File: config.mk
export PLATFORM = sky130hd
export DESIGN_NAME = unique_key_deque_unit
export DESIGN_NICKNAME = d
export VERILOG_FILES = /design/src/rtl/ukd_pkg.sv /design/src/rtl/ukd_fifo.sv /design/src/rtl/ukd_back.sv /design/src/rtl/unique_key_deque_unit.sv
export VERILOG_INCLUDE_DIRS = /design/src /design/src/rtl
export SDC_FILE = /design/constraint.sdc
export NUM_CORES = 1
export LEC_CHECK = 0
export BUFFER_PORTS_ARGS = -buffer_cell sky130_fd_sc_hd__buf_2
export CORE_MARGIN = 1.5
export CORE_UTILIZATION = 40
export CTS_BUF_LIST = sky130_fd_sc_hd__clkbuf_4 sky130_fd_sc_hd__clkbuf_8 sky130_fd_sc_hd__clkbuf_16
export DETAILED_ROUTE_END_ITERATION = 10
export GPL_TIMING_DRIVEN = 0
export MAX_ROUTING_LAYER = met4
export PLACE_DENSITY_LB_ADDON = 0.25
export SLEW_MARGIN = 0
export SYNTH_ARGS = -nofsm -noshare
export SYNTH_HDL_FRONTEND = slang
export SYNTH_HIERARCHICAL = 1
export SYNTH_SLANG_ARGS = --single-unit
export TNS_END_PERCENT = 100
File: constraint.sdc
create_clock -name clk_i -period 6.25 [get_ports clk_i]
set_input_delay 1.25 -clock clk_i [delete_from_list [all_inputs] [get_ports clk_i]]
set_output_delay 1.25 -clock clk_i [all_outputs]
set_load 0.005 [all_outputs]
File: src/rtl/assert_macros.svh
// assertion macros for the unique key deque rtl
// expects clk_i and rst_ni in the scope where a macro is used
`ifndef ASSERT_MACROS_SVH
`define ASSERT_MACROS_SVH

// property that must hold on every clock edge out of reset
`define UKD_ASSERT(lbl, prop, msg) \
  lbl: assert property (@(posedge clk_i) disable iff (!rst_ni) (prop)) else $error(msg);

// antecedent in one cycle implies consequent in the next
`define UKD_ASSERT_NEXT(lbl, ante, cons, msg) \
  lbl: assert property (@(posedge clk_i) disable iff (!rst_ni) (ante) |=> (cons)) \
    else $error(msg);

`endif

File: src/rtl/ukd_pkg.sv
// types and codes of the unique key deque
// no dependencies
`default_nettype none

package ukd_pkg;

  localparam int unsigned KEY_W = 32;

  typedef enum logic [1:0] {
    OP_APPEND    = 2'd0,
    OP_REM_FIRST = 2'd1,
    OP_REM_LAST  = 2'd2,
    OP_LIST      = 2'd3
  } op_e;

  typedef enum logic [2:0] {
    STAT_APPENDED  = 3'd0,
    STAT_DUPLICATE = 3'd1,
    STAT_FULL      = 3'd2,
    STAT_REMOVED   = 3'd3,
    STAT_EMPTY     = 3'd4,
    STAT_LISTED    = 3'd5
  } status_e;

  typedef enum logic [1:0] {
    S_IDLE,
    S_APPEND,
    S_LIST
  } state_e;

  typedef struct packed {
    op_e                     op;
    logic signed [KEY_W-1:0] key;
  } item_t;

  typedef struct packed {
    status_e                 status;
    logic signed [KEY_W-1:0] value;
    logic                    last;
  } result_t;

  // handshake between the back end and the queues around it
  typedef struct packed {
    logic cmd_valid;
    logic cmd_pop;
    logic res_full;
    logic res_push;
  } back_ctl_t;

endpackage

`default_nettype wire

File: src/rtl/ukd_fifo.sv
// small register fifo used for the command and result queues
// depends on nothing but its parameters
`default_nettype none

module ukd_fifo #(
  parameter int unsigned WIDTH = 34,
  parameter int unsigned DEPTH = 2
) (
  input  wire logic             clk_i,
  input  wire logic             rst_ni,
  input  wire logic             wr_en_i,
  input  wire logic [WIDTH-1:0] wr_data_i,
  input  wire logic             rd_en_i,
  output logic      [WIDTH-1:0] rd_data_o,
  output logic                  full_o,
  output logic                  empty_o
);

  localparam int unsigned PTR_W = (DEPTH > 1) ? $clog2(DEPTH) : 1;
  localparam int unsigned CNT_W = $clog2(DEPTH + 1);

  logic [WIDTH-1:0] slots_q [DEPTH];
  logic [PTR_W-1:0] wr_ptr_q, wr_ptr_d;
  logic [PTR_W-1:0] rd_ptr_q, rd_ptr_d;
  logic [CNT_W-1:0] cnt_q, cnt_d;
  logic             do_wr, do_rd;

  assign do_wr = wr_en_i && !full_o;
  assign do_rd = rd_en_i && !empty_o;

  assign full_o    = (cnt_q == CNT_W'(DEPTH));
  assign empty_o   = (cnt_q == '0);
  assign rd_data_o = slots_q[rd_ptr_q];

  always_comb begin
    wr_ptr_d = wr_ptr_q;
    rd_ptr_d = rd_ptr_q;
    cnt_d    = cnt_q;
    if (do_wr) begin
      wr_ptr_d = (wr_ptr_q == PTR_W'(DEPTH - 1)) ? '0 : wr_ptr_q + 1'b1;
    end
    if (do_rd) begin
      rd_ptr_d = (rd_ptr_q == PTR_W'(DEPTH - 1)) ? '0 : rd_ptr_q + 1'b1;
    end
    if (do_wr && !do_rd) begin
      cnt_d = cnt_q + 1'b1;
    end else if (do_rd && !do_wr) begin
      cnt_d = cnt_q - 1'b1;
    end
  end

  always_ff @(posedge clk_i or negedge rst_ni) begin
    if (!rst_ni) begin
      wr_ptr_q <= '0;
      rd_ptr_q <= '0;
      cnt_q    <= '0;
    end else begin
      wr_ptr_q <= wr_ptr_d;
      rd_ptr_q <= rd_ptr_d;
      cnt_q    <= cnt_d;
    end
  end

  always_ff @(posedge clk_i) begin
    if (do_wr) begin
      slots_q[wr_ptr_q] <= wr_data_i;
    end
  end

endmodule

`default_nettype wire

File: src/rtl/ukd_back.sv
// back end of the unique key deque: circular key store and command sequencer
// depends on ukd_pkg
`default_nettype none

module ukd_back import ukd_pkg::*; #(
  parameter int unsigned CAPACITY = 16
) (
  input  wire logic    clk_i,
  input  wire logic    rst_ni,
  input  wire logic    cmd_valid_i,
  input  wire item_t   cmd_i,
  output logic         cmd_pop_o,
  input  wire logic    res_full_i,
  output logic         res_push_o,
  output result_t      res_o
);

  localparam int unsigned IDX_W = (CAPACITY > 1) ? $clog2(CAPACITY) : 1;
  localparam int unsigned CNT_W = IDX_W + 1;

  logic signed [KEY_W-1:0] store_q [CAPACITY];

  state_e                  state_q, state_d;
  logic [IDX_W-1:0]        front_q, front_d;
  logic [CNT_W-1:0]        count_q, count_d;
  logic [CNT_W-1:0]        pos_q, pos_d;
  logic signed [KEY_W-1:0] key_q;
  logic [CAPACITY-1:0]     match_q, match_d;
  logic                    go;
  logic                    load_key;
  logic                    wr_en;
  logic [IDX_W-1:0]        wr_slot;
  logic [CNT_W-1:0]        rd_pos;
  logic [IDX_W-1:0]        rd_slot;
  logic signed [KEY_W-1:0] rd_data;
  logic                    store_full;
  logic                    store_empty;
  logic                    list_last;

  // physical slot of a logical position, wrapping at the capacity
  function automatic logic [IDX_W-1:0] slot_of(input logic [IDX_W-1:0] front,
                                               input logic [CNT_W-1:0] pos);
    logic [CNT_W:0] sum;
    sum = (CNT_W+1)'(front) + (CNT_W+1)'(pos);
    if (sum >= (CNT_W+1)'(CAPACITY)) begin
      sum = sum - (CNT_W+1)'(CAPACITY);
    end
    return sum[IDX_W-1:0];
  endfunction

  assign store_full  = (count_q == CNT_W'(CAPACITY));
  assign store_empty = (count_q == '0);
  assign go          = cmd_valid_i && !res_full_i;
  assign list_last   = (pos_q == count_q - 1'b1);

  // one shared read port: head on remove first, tail on remove last, cursor on list
  always_comb begin
    if (state_q == S_LIST) begin
      rd_pos = pos_q;
    end else if (cmd_i.op == OP_REM_FIRST) begin
      rd_pos = '0;
    end else begin
      rd_pos = count_q - 1'b1;
    end
  end
  assign rd_slot = slot_of(front_q, rd_pos);
  assign rd_data = store_q[rd_slot];
  assign wr_slot = slot_of(front_q, count_q);

  // per slot compare against the incoming key, only inside the occupied window
  for (genvar s = 0; s < CAPACITY; s++) begin : g_cmp
    logic [CNT_W:0] off;
    assign off = ((CNT_W+1)'(s) >= (CNT_W+1)'(front_q))
               ? (CNT_W+1)'(s) - (CNT_W+1)'(front_q)
               : (CNT_W+1)'(s) + (CNT_W+1)'(CAPACITY) - (CNT_W+1)'(front_q);
    assign match_d[s] = (off < (CNT_W+1)'(count_q)) && (store_q[s] == cmd_i.key);
  end

  // next state
  always_comb begin
    state_d = state_q;
    unique case (state_q)
      S_IDLE: begin
        if (go && cmd_i.op == OP_APPEND) begin
          state_d = S_APPEND;
        end else if (go && cmd_i.op == OP_LIST && !store_empty) begin
          state_d = S_LIST;
        end
      end
      S_APPEND: begin
        if (!res_full_i) begin
          state_d = S_IDLE;
        end
      end
      S_LIST: begin
        if (!res_full_i && list_last) begin
          state_d = S_IDLE;
        end
      end
      default: state_d = S_IDLE;
    endcase
  end

  // outputs and datapath updates
  always_comb begin
    cmd_pop_o  = 1'b0;
    res_push_o = 1'b0;
    res_o      = '{status: STAT_EMPTY, value: '0, last: 1'b1};
    front_d    = front_q;
    count_d    = count_q;
    pos_d      = pos_q;
    load_key   = 1'b0;
    wr_en      = 1'b0;
    unique case (state_q)
      S_IDLE: begin
        if (go) begin
          cmd_pop_o = 1'b1;
          case (cmd_i.op) inside
            OP_APPEND: begin
              load_key = 1'b1;
            end
            OP_REM_FIRST, OP_REM_LAST: begin
              res_push_o = 1'b1;
              if (!store_empty) begin
                res_o.status = STAT_REMOVED;
                res_o.value  = rd_data;
                count_d      = count_q - 1'b1;
                if (count_q == CNT_W'(1)) begin
                  front_d = '0;
                end else if (cmd_i.op == OP_REM_FIRST) begin
                  front_d = slot_of(front_q, CNT_W'(1));
                end
              end
            end
            default: begin
              if (store_empty) begin
                res_push_o = 1'b1;
              end else begin
                pos_d = '0;
              end
            end
          endcase
        end
      end
      S_APPEND: begin
        if (!res_full_i) begin
          res_push_o = 1'b1;
          if (|match_q) begin
            res_o.status = STAT_DUPLICATE;
          end else if (store_full) begin
            res_o.status = STAT_FULL;
          end else begin
            res_o.status = STAT_APPENDED;
            wr_en        = 1'b1;
            count_d      = count_q + 1'b1;
          end
        end
      end
      S_LIST: begin
        if (!res_full_i) begin
          res_push_o   = 1'b1;
          res_o.status = STAT_LISTED;
          res_o.value  = rd_data;
          res_o.last   = list_last;
          pos_d        = pos_q + 1'b1;
        end
      end
      default: ;
    endcase
  end

  always_ff @(posedge clk_i or negedge rst_ni) begin
    if (!rst_ni) begin
      state_q <= S_IDLE;
      front_q <= '0;
      count_q <= '0;
      pos_q   <= '0;
    end else begin
      state_q <= state_d;
      front_q <= front_d;
      count_q <= count_d;
      pos_q   <= pos_d;
    end
  end

  always_ff @(posedge clk_i) begin
    if (load_key) begin
      key_q   <= cmd_i.key;
      match_q <= match_d;
    end
    if (wr_en) begin
      store_q[wr_slot] <= key_q;
    end
  end

endmodule

`default_nettype wire

File: src/rtl/unique_key_deque_unit.sv
// unique key deque: append without duplicates, remove at either end, list
// flow: a transaction reaches the back end through the command queue; a removal result is
// decided as its command is taken, an append result after a registered key compare, then
// decision, list entries one per cycle while results have room (one for an empty store)
// throughput: one removal per cycle while results have room; an append delays the next
// command until decided; reset (rst_ni low, asynchronous) empties both queues and the store
`default_nettype none

module unique_key_deque_unit import ukd_pkg::*; #(
  parameter int unsigned CAPACITY = 16
) (
  input  wire logic  clk_i,
  input  wire logic  rst_ni,
  input  wire logic  push,
  output logic       full,
  input  wire item_t item_i,
  input  wire logic  pop,
  output logic       empty,
  output result_t    result_o
);

  `include "assert_macros.svh"

  localparam int unsigned ITEM_W = $bits(item_t);
  localparam int unsigned RES_W  = $bits(result_t);

  back_ctl_t         ctl;
  logic              cmd_empty;
  logic [ITEM_W-1:0] cmd_bits;
  item_t             cmd;
  result_t           res;
  logic [RES_W-1:0]  res_bits;

  // front: queue of accepted transactions ahead of the sequencer
  ukd_fifo #(
    .WIDTH (ITEM_W),
    .DEPTH (2)
  ) u_cmd_q (
    .clk_i     (clk_i),
    .rst_ni    (rst_ni),
    .wr_en_i   (push),
    .wr_data_i (ITEM_W'(item_i)),
    .rd_en_i   (ctl.cmd_pop),
    .rd_data_o (cmd_bits),
    .full_o    (full),
    .empty_o   (cmd_empty)
  );

  assign cmd           = item_t'(cmd_bits);
  assign ctl.cmd_valid = !cmd_empty;

  ukd_back #(
    .CAPACITY (CAPACITY)
  ) u_back (
    .clk_i       (clk_i),
    .rst_ni      (rst_ni),
    .cmd_valid_i (ctl.cmd_valid),
    .cmd_i       (cmd),
    .cmd_pop_o   (ctl.cmd_pop),
    .res_full_i  (ctl.res_full),
    .res_push_o  (ctl.res_push),
    .res_o       (res)
  );

  // results wait here so the back end keeps going while the consumer stalls, until this queue fills
  ukd_fifo #(
    .WIDTH (RES_W),
    .DEPTH (2)
  ) u_res_q (
    .clk_i     (clk_i),
    .rst_ni    (rst_ni),
    .wr_en_i   (ctl.res_push),
    .wr_data_i (RES_W'(res)),
    .rd_en_i   (pop),
    .rd_data_o (res_bits),
    .full_o    (ctl.res_full),
    .empty_o   (empty)
  );

  assign result_o = result_t'(res_bits);

  `UKD_ASSERT(a_res_no_overflow, !(ctl.res_push && ctl.res_full), "result queue overflow")
  `UKD_ASSERT(a_cmd_no_underflow, !(ctl.cmd_pop && !ctl.cmd_valid), "command queue underflow")
  `UKD_ASSERT_NEXT(a_push_lands, push && !full && !ctl.cmd_pop, ctl.cmd_valid, "transaction lost")

endmodule

`default_nettype wire

==> run summary, run 1 <==
Critical Path, Cell by Cell: buf_6 > buf_12 > mux2_4 > ha_1 > o31ai_1 > ha_1 > inv_1 > fa_2 > buf_2 > clkbuf_1 > mux4_2 > mux2i_1 > a211oi_2
Max-Cap Viols: 0
placed instance area: 38,810 µm²
R2R Path Start: u_cmd_q/rd_ptr_q
WP buf/inv: 5
PnR worst setup slack: 0.3297 ns
Critical Path RT: 6.60 ns
largest net degree at the start of global routing: 50
Final ANT Viol Nets: 0
Vias/cell: 5.960
GRT met3 Usage: 4.694%
Least-Margin Pin Slew: 1.258 ns
Clock Root Buffer: clkbuf_16
drc violations: 0
area leader, netlist: edfxtp_1
final instance area: 41,450 µm²
vias: 22,480
slew margin rel.: 15.36%
Final min period: 5.920 ns
final setup violation count: 0
Worst R2R Path Depth: 13
post-synthesis cell type count: 62
Top Usage Layer GRT: met2
antenna violations before repair: 1
FF-to-FF End: u_res_q/slots_q[0][11]
crit path kind: register to register
Layout Skew: 0.02398 ns
Cell Rows: 110
drt wl/cell: 35.49 µm
Clock transition at path regs: 0.06 ns
Worst Path Arrival: 6.27 ns
ys async rst share: 3.315%
Die Area: 92,640 µm²
I/O Pins: 76
Nets: 2,673
CTS tree: yes
Reg2Reg Setup Slack: 0.33 ns
Crit path top cell by count: ha_1
Port Buf Inserts: 75
status: completed
# Post-CTS Setup Buffers: 0
number of synthesized flops with an enable pin: 700
Tcrit/Tclk final: 94.73%
fill cell count: 7,917
Congestion Overflow GR: 0
Synth Register Bits: 724
worst slack, placed: -0.2307 ns
Mapped Cells: 2,335
drt total wl: 133.8 mm
Mapped Nets: 2,478
First-pass DRT Iterations: 6
worst hold path type: register to register
main flop type after synthesis: edfxtp_1
max-slew violation total from the final report: 0
Fin Setup TNS: 0 ns
Setup crit start kind: register
Synth top area share: 57.86%
die extent in x: 304.4 µm
vias in the first global route: 22,470
crit end category: register
worst min-delay path startpoint: u_cmd_q/cnt_q[1]
critical path's top delay family: buffers and inverters
crit path max fanout: 10
met1 GRT Util: 38.76%
Core Box Area: 90,010 µm²
Num CTS Buffers: 82
Skew-Pair Late Insertion Delay: 0.65 ns
Seq/Total Area, Yosys: 59.51%
area of the mapped netlist: 36,330 µm²
Initial Utilization: 40.36%
commonest non-fill, non-tap cell in the layout: edfxtp_1
Fmax: 168.9 MHz
post-DP HPWL: 105.2 mm
Max clock buf depth: 3
H-tree depth: 3
Syn-to-layout area delta: 14.09%
Post-Syn Area per Cell: 15.56 µm²
layout cell share with drive strength beyond 1: 20.83%
CP max-delay cell: fa_2
first-pass GRT wire length: 181.4 mm
initial DRC count: 2,715
Slowest Stage Delay on Critical Path: 0.96 ns
Sink Count: 724
Area contributors post-synth: edfxtp_1 58%, xor2_1 8.1%, mux4_2 7.9%
GRT Total Usage: 29.51%
Die Y: 304.4 µm
final hold vios: 0
commonest cells after routing, fill and taps aside: 700 x edfxtp_1, 333 x xor2_1, 204 x xnor2_1
Yosys Warn Count: 6
RSZ-0062 raised after global routing: false
final RePlAce weighted congestion: 1.005
hold endpoint: u_cmd_q/cnt_q[1]
met2 Use GR: 45.33%
WHS Path Cells: 1
[flip-flops by register name, summed over array words and instances, names as in the netlist]
signal / count
u_cmd_q/rd_ptr_q: 1
u_res_q/cnt_q: 2
u_res_q/slots_q: 72
u_back/state_q: 2
u_back/match_q: 16
u_cmd_q/cnt_q: 2
u_back/pos_q: 5
u_back/front_q: 4
u_res_q/wr_ptr_q: 1
u_cmd_q/slots_q: 68
u_back/key_q: 32
u_res_q/rd_ptr_q: 1
u_cmd_q/wr_ptr_q: 1
u_back/count_q: 5
u_back/store_q: 512
[logic make-up (layout without fill, tap and decap cells)]
| group | count (synthesis) | after routing | share of synthesized area [%] |
|---|---|---|---|
| compound gates | 175 | 175 | 3.988 |
| xor+xnor | 538 | 538 | 12.97 |
| fa+ha+maj | 105 | 105 | 3.678 |
| buf+inv | 202 | 459 | 2.604 |
| flops | 724 | 724 | 59.51 |
| mux | 233 | 233 | 11.68 |
| other cells | 2 | 5 | 0.02067 |
| simple gates | 356 | 356 | 5.548 |
[per-layer routing]
metal  wire length [µm]  vias up  part of all wire [%]
met5                  0        -                     0
met4               7171        0                   5.4
met3              10350      237                   7.7
met2              61590     1158                    46
met1              54710    11770                    41
li1                   -     9315                     -
[metrics by stage]
stage,instances,util [%],hold WS [ns]
after floorplan,2335,-,0.4608
after global placement,3586,42.41,0.4764
after detailed placement,3623,43.11,0.5223
after CTS,3768,46.04,0.5323
after global routing,3768,46.04,0.5553
final,3771,46.05,0.5234
[cell usage after synthesis (3+ instances only)]
master	instances
nor4_1	96
o31ai_1	4
nor2b_1	42
o22ai_1	3
nand3b_1	4
and2_1	3
buf_12	6
o21a_1	8
buf_2	30
a221oi_1	33
fa_1	3
a21o_1	9
mux2_2	14
and3_1	13
mux2_4	58
a21boi_0	5
inv_1	65
nand2b_1	15
nand2_1	42
dfrtp_1	24
nand3_1	28
buf_1	10
buf_6	7
a21oi_1	14
o21ai_0	27
a211oi_2	31
mux4_2	128
a2111oi_0	12
ha_1	102
edfxtp_1	700
a31o_2	3
nor3_1	17
a211oi_1	5
nor2_1	28
xor2_1	334
mux2i_1	33
xnor2_1	204
nand4_1	60
a22o_1	5
clkbuf_1	83
[worst reg2reg max path: cells and delay by family (launching register included)]
| kind | cells | cell delay [ns] |
|---|---|---|
| buffers and inverters | 5 | 1.77 |
| adder cells (fa/ha/maj) | 3 | 1.52 |
| multiplexers | 3 | 1.36 |
| AO/OA/AOI/OAI | 2 | 0.66 |
| flip-flops | 1 | 0.34 |
[area by class of cell]
| class | count | area [µm²] | area share [%] |
|---|---|---|---|
| Antenna cell | 3 | 7.507 | 0.01811 |
| Buffer | 135 | 695.7 | 1.678 |
| Clock buffer | 101 | 2213 | 5.340 |
| Clock inverter | 45 | 419.2 | 1.011 |
| Inverter | 66 | 247.7 | 0.5977 |
| Multi-Input combinational cell | 1409 | 13910 | 33.56 |
| Sequential cell | 724 | 21620 | 52.16 |
| Tap cell | 1176 | 1471 | 3.550 |
| Timing Repair Buffer | 112 | 862.1 | 2.080 |
[worst max path at each step]
stage          cells past startpoint                     end              start  slack, ns
2_1_floorplan                      6    u_back/store_q[9][0]  u_back/front_q[3]       0.78
3_3_place_gp                       6   u_back/store_q[1][12]  u_back/front_q[3]      -3.73
3_5_place_dp                      14  u_res_q/slots_q[0][14]   u_cmd_q/rd_ptr_q      -0.23
4_1_cts                           13  u_res_q/slots_q[0][11]   u_cmd_q/rd_ptr_q       0.04
5_1_grt                           13  u_res_q/slots_q[0][11]   u_cmd_q/rd_ptr_q       0.33
6_report                          13  u_res_q/slots_q[0][11]   u_cmd_q/rd_ptr_q       0.33
[repair_timing]
item                                    4_1_cts  5_1_grt
resized for setup                             1        1
gates cloned                                  0        0
hold buffers                                  0        0
endpoints found under the setup margin       39        4
Power of run 1 is left out: the tool's default activity adds up to more than one toggle a clock period on the data nets, which glitch-free logic cannot reach.
==> run 2: changes to the inputs <==
- PLACE_DENSITY: not set -> 0.63
- PLACE_DENSITY_LB_ADDON: 0.25 -> not set
==> run summary, run 2 (same netlist as run 1, synthesis figures left out) <==
GRT Total Usage: 29.89%
final hold vios: 0
commonest non-fill, non-tap cell in the layout: edfxtp_1
final setup violation count: 0
top flop regs: u_back/store_q (512), u_res_q/slots_q (72), u_cmd_q/slots_q (68)
placed instance area: 38,790 µm²
drt wl/cell: 35.98 µm
Max clock buf depth: 3
cts hold-fix bufs: 0
worst slack, placed: -0.2154 ns
Largest register FFs: 512
hold_ws: 0.5207 ns
filler-free cell count of the finished design: 3,776
drc violations: 0
final RePlAce weighted congestion: 0.9964
largest net degree at the start of global routing: 37
I/O Pins: 76
crit path max fanout: 10
Layout Skew: 0.03122 ns
slew margin rel.: 6.867%
WP buf/inv: 5
Sink Count: 724
critical path's top delay family: buffers and inverters
Cell Rows: 110
Die Area: 92,640 µm²
H-tree depth: 3
largest register by flop count: u_back/store_q
Syn-to-layout area delta: 14.10%
post-DP HPWL: 107.4 mm
RSZ-0062 raised after global routing: false
drt total wl: 135.9 mm
# Post-CTS Setup Buffers: 0
Least-Margin Pin Slew: 1.384 ns
crit end category: register
worst hold path type: register to register
PnR worst setup slack: 0.1550 ns
First-pass DRT Iterations: 5
Skew-Pair Late Insertion Delay: 0.66 ns
Die Y: 304.4 µm
Tcrit/Tclk final: 97.52%
Final min period: 6.095 ns
area of the multi-input gates: 13,910 µm²
first-pass GRT wire length: 182.4 mm
Port Buf Inserts: 75
Final ANT Viol Nets: 0
Slowest Stage Delay on Critical Path: 0.98 ns
initial DRC count: 2,839
Clock transition at path regs: 0.05 ns
die extent in x: 304.4 µm
layout cell share with drive strength beyond 1: 21.14%
fill cell count: 7,911
commonest cells after routing, fill and taps aside: 700 x edfxtp_1, 333 x xor2_1, 204 x xnor2_1
max-slew violation total from the final report: 0
vias in the first global route: 22,160
Clock Root Buffer: clkbuf_16
crit path kind: register to register
Num CTS Buffers: 83
Core Box Area: 90,010 µm²
Post-CTS Resized: 1
Critical Path RT: 6.60 ns
Congestion Overflow GR: 0
Fmax: 164.1 MHz
status: completed
antenna violations before repair: 4
Nets: 2,673
Crit path top cell by count: ha_1
Vias/cell: 5.953
Initial Utilization: 40.36%
Worst Path Arrival: 6.45 ns
Inst Count DP: 3,622
CP max-delay cell: fa_2
Setup crit start kind: register
Critical Path, Cell by Cell: buf_6 > buf_12 > mux2_4 > ha_1 > o31ai_1 > ha_1 > inv_1 > fa_2 > buf_2 > clkbuf_1 > mux4_2 > mux2i_1 > a211oi_2
Reg area: 21,620 µm²
vias: 22,480
Max-Cap Viols: 0
final instance area: 41,450 µm²
CTS tree: yes
[run 2: changes by cell type in the layout (fill, tap and decap cells not counted), sizes merged]
cell,delta
clkbuf,+6
buf,-1
inv,+1
clkinvlp,-1
[run 2: through the flow]
stage | TNS [ns] | utilization (%)
detailed placement | -3.367 | 43.09
global placement | -375.29 | 42.41
finish | 0 | 46.05
floorplan | 0 | -
CTS | 0 | 46.04
global route | 0 | 46.04
[run 2: area by class of cell]
| class | count | share of cell area [%] |
|---|---|---|
| sequential | 724 | 52.16 |
| timing repair buffer | 111 | 2.038 |
| multi-input combinational | 1409 | 33.55 |
| clock buffer | 107 | 5.533 |
| tap | 1176 | 3.550 |
| inverter | 66 | 0.5977 |
| buffer | 135 | 1.675 |
| antenna | 3 | 0.01811 |
| clock inverter | 45 | 0.8784 |
[run 2: final timing paths]
| path | from | to | slack [ns] | cells past startpoint |
|---|---|---|---|---|
| min in group asynchronous | rst_ni | u_cmd_q/wr_ptr_q | 0.61 | 1 |
| max in group asynchronous | rst_ni | u_res_q/wr_ptr_q | 5.18 | 1 |
| worst max register to register | u_cmd_q/rd_ptr_q | u_res_q/slots_q[1][9] | 0.16 | 13 |
| worst min register to register | u_res_q/cnt_q[1] | u_res_q/cnt_q[1] | 0.52 | 1 |
| worst min-delay path | u_res_q/cnt_q[1] | u_res_q/cnt_q[1] | 0.52 | 1 |
| worst max-delay path | u_cmd_q/rd_ptr_q | u_res_q/slots_q[1][9] | 0.16 | 13 |
[run 2: worst reg2reg max path, stage by stage, from the launching register on]
cell	delay (ns)
dfrtp_1	0.34
buf_6	0.21
buf_12	0.23
mux2_4	0.41
ha_1	0.34
o31ai_1	0.45
ha_1	0.25
inv_1	0.07
fa_2	0.98
buf_2	0.58
clkbuf_1	0.83
mux4_2	0.43
mux2i_1	0.55
a211oi_2	0.17
[run 2: routing by layer]
layer	part of all wire [%]	GRT usage (%)
met1	41	39.57
met2	47	46.56
met3	6.9	3.552
met4	4.8	12.98
met5	0	-
Power of run 2 is left out for the same reason.
==> run 3: changes to the inputs <==
- clock period: 6.25 -> 6 ns (I/O delays scaled with it)
==> run summary, run 3 (same netlist as run 1, synthesis figures left out) <==
Crit path top cell by count: ha_1
crit path max fanout: 10
post-DP HPWL: 107.4 mm
largest net degree at the start of global routing: 37
Core Box Area: 90,010 µm²
final setup violation count: 0
I/O Pins: 76
max-slew violation total from the final report: 0
Max-Cap Viols: 1
status: complete, but fails checks
Layout Skew: 0.02610 ns
CTS tree: yes
Die Y: 304.4 µm
Syn-to-layout area delta: 14.16%
drc violations: 0
critical path's top delay family: buffers and inverters
initial DRC count: 3,005
antenna violations before repair: 4
# Post-CTS Setup Buffers: 0
worst slack, placed: -0.4654 ns
PnR worst setup slack: 0.2083 ns
Setup crit start kind: register
Clock transition at path regs: 0.05 ns
Setup crit start: u_cmd_q/rd_ptr_q
Critical Path RT: 6.34 ns
fill cell count: 7,910
commonest non-fill, non-tap cell in the layout: edfxtp_1
Tcrit/Tclk final: 96.53%
cts hold-fix bufs: 0
RSZ-0062 raised after global routing: false
Slowest Stage Delay on Critical Path: 0.81 ns
vias: 22,520
layout cell share with drive strength beyond 1: 21.30%
final hold vios: 0
Cell Rows: 110
First-pass DRT Iterations: 5
commonest cells after routing, fill and taps aside: 700 x edfxtp_1, 333 x xor2_1, 204 x xnor2_1
CP max-delay cell: clkdlybuf4s15_1
slew margin rel.: 0.2142%
Vias/cell: 5.964
crit end category: register
Sink Count: 724
worst hold path type: register to register
die extent in x: 304.4 µm
Final ANT Viol Nets: 0
Congestion Overflow GR: 0
largest register by flop count: u_back/store_q
Largest register FFs: 512
Skew-Pair Late Insertion Delay: 0.66 ns
Critical Path, Cell by Cell: buf_6 > buf_12 > mux2_4 > ha_1 > o31ai_1 > ha_1 > inv_1 > fa_2 > xor2_4 > clkdlybuf4s15_1 > buf_2 > mux2i_1 > a211oi_2
first-pass GRT wire length: 182.4 mm
Least-Margin Pin Slew: 1.483 ns
Num CTS Buffers: 83
Port Buf Inserts: 75
failing checks: capacitance limit
Clock Root Buffer: clkbuf_16
Worst Path Arrival: 6.13 ns
Nets: 2,672
GRT Total Usage: 29.89%
final RePlAce weighted congestion: 0.9964
drt total wl: 135.5 mm
WP buf/inv: 5
Fmax: 172.7 MHz
Die Area: 92,640 µm²
worst min-delay path startpoint: u_res_q/cnt_q[1]
H-tree depth: 3
Max clock buf depth: 3
R2R Path Start: u_cmd_q/rd_ptr_q
crit path kind: register to register
Initial Utilization: 40.36%
Final min period: 5.792 ns
top flop regs: u_back/store_q (512), u_res_q/slots_q (72), u_cmd_q/slots_q (68)
drt wl/cell: 35.88 µm
vias in the first global route: 22,160
-- run 3: cell count changes in the layout (fill, tap and decap cells not counted) --
cell	change
clkbuf_2	+4
xor2_2	-1
clkbuf_1	-6
xor2_4	+1
clkdlybuf4s15_1	+1
diode_2	+1
-- run 3: routing by layer --
layer / wire (µm) / share of wire (%) / vias to the layer above / GRT usage (%)
met5: 0 / 0 / - / -
met4: 6770 / 5.0 / 0 / 12.98
met3: 9960 / 7.4 / 233 / 3.552
met2: 63390 / 47 / 1199 / 46.56
met1: 55370 / 41 / 11760 / 39.57
li1: - / - / 9331 / -
-- run 3: repair_timing --
item	4_1_cts	5_1_grt
endpoints found under the setup margin	64	12
cloned	0	0
resized for setup	1	13
-- run 3: path summary, 6_finish.rpt --
kind	to	slack, ns	depth (start not counted)
worst max-delay path	u_res_q/slots_q[0][1]	0.21	13
worst min-delay path	u_res_q/cnt_q[1]	0.52	1
max in group asynchronous	u_res_q/wr_ptr_q	4.98	1
worst max register to register	u_res_q/slots_q[0][1]	0.21	13
worst min register to register	u_res_q/cnt_q[1]	0.52	1
min in group asynchronous	u_cmd_q/wr_ptr_q	0.57	1
-- run 3: layout make-up --
class	instances	area (µm²)	share of cell area, %
multi-input combinational	1409	13920	33.56
clock inverter	45	364.1	0.8780
clock buffer	107	2293	5.530
tap	1176	1471	3.548
buffer	134	701.9	1.693
inverter	66	247.7	0.5974
timing repair buffer	111	844.6	2.037
antenna	4	10.01	0.02414
sequential	724	21620	52.13
-- run 3: stage by stage --
step / cells / setup TNS, ns / instance area (µm²) / utilization (%) / hold WS [ns]
5_1_grt: 3772 / 0 / 41460 / 46.06 / 0.5616
3_5_place_dp: 3622 / -17.48 / 38790 / 43.09 / 0.5133
2_1_floorplan: 2335 / 0 / 36330 / - / 0.4608
6_report: 3776 / 0 / 41470 / 46.07 / 0.5207
3_3_place_gp: 3586 / -426.33 / 38180 / 42.41 / 0.4756
4_1_cts: 3773 / 0 / 41440 / 46.04 / 0.5212
Power of run 3 is left out for the same reason.
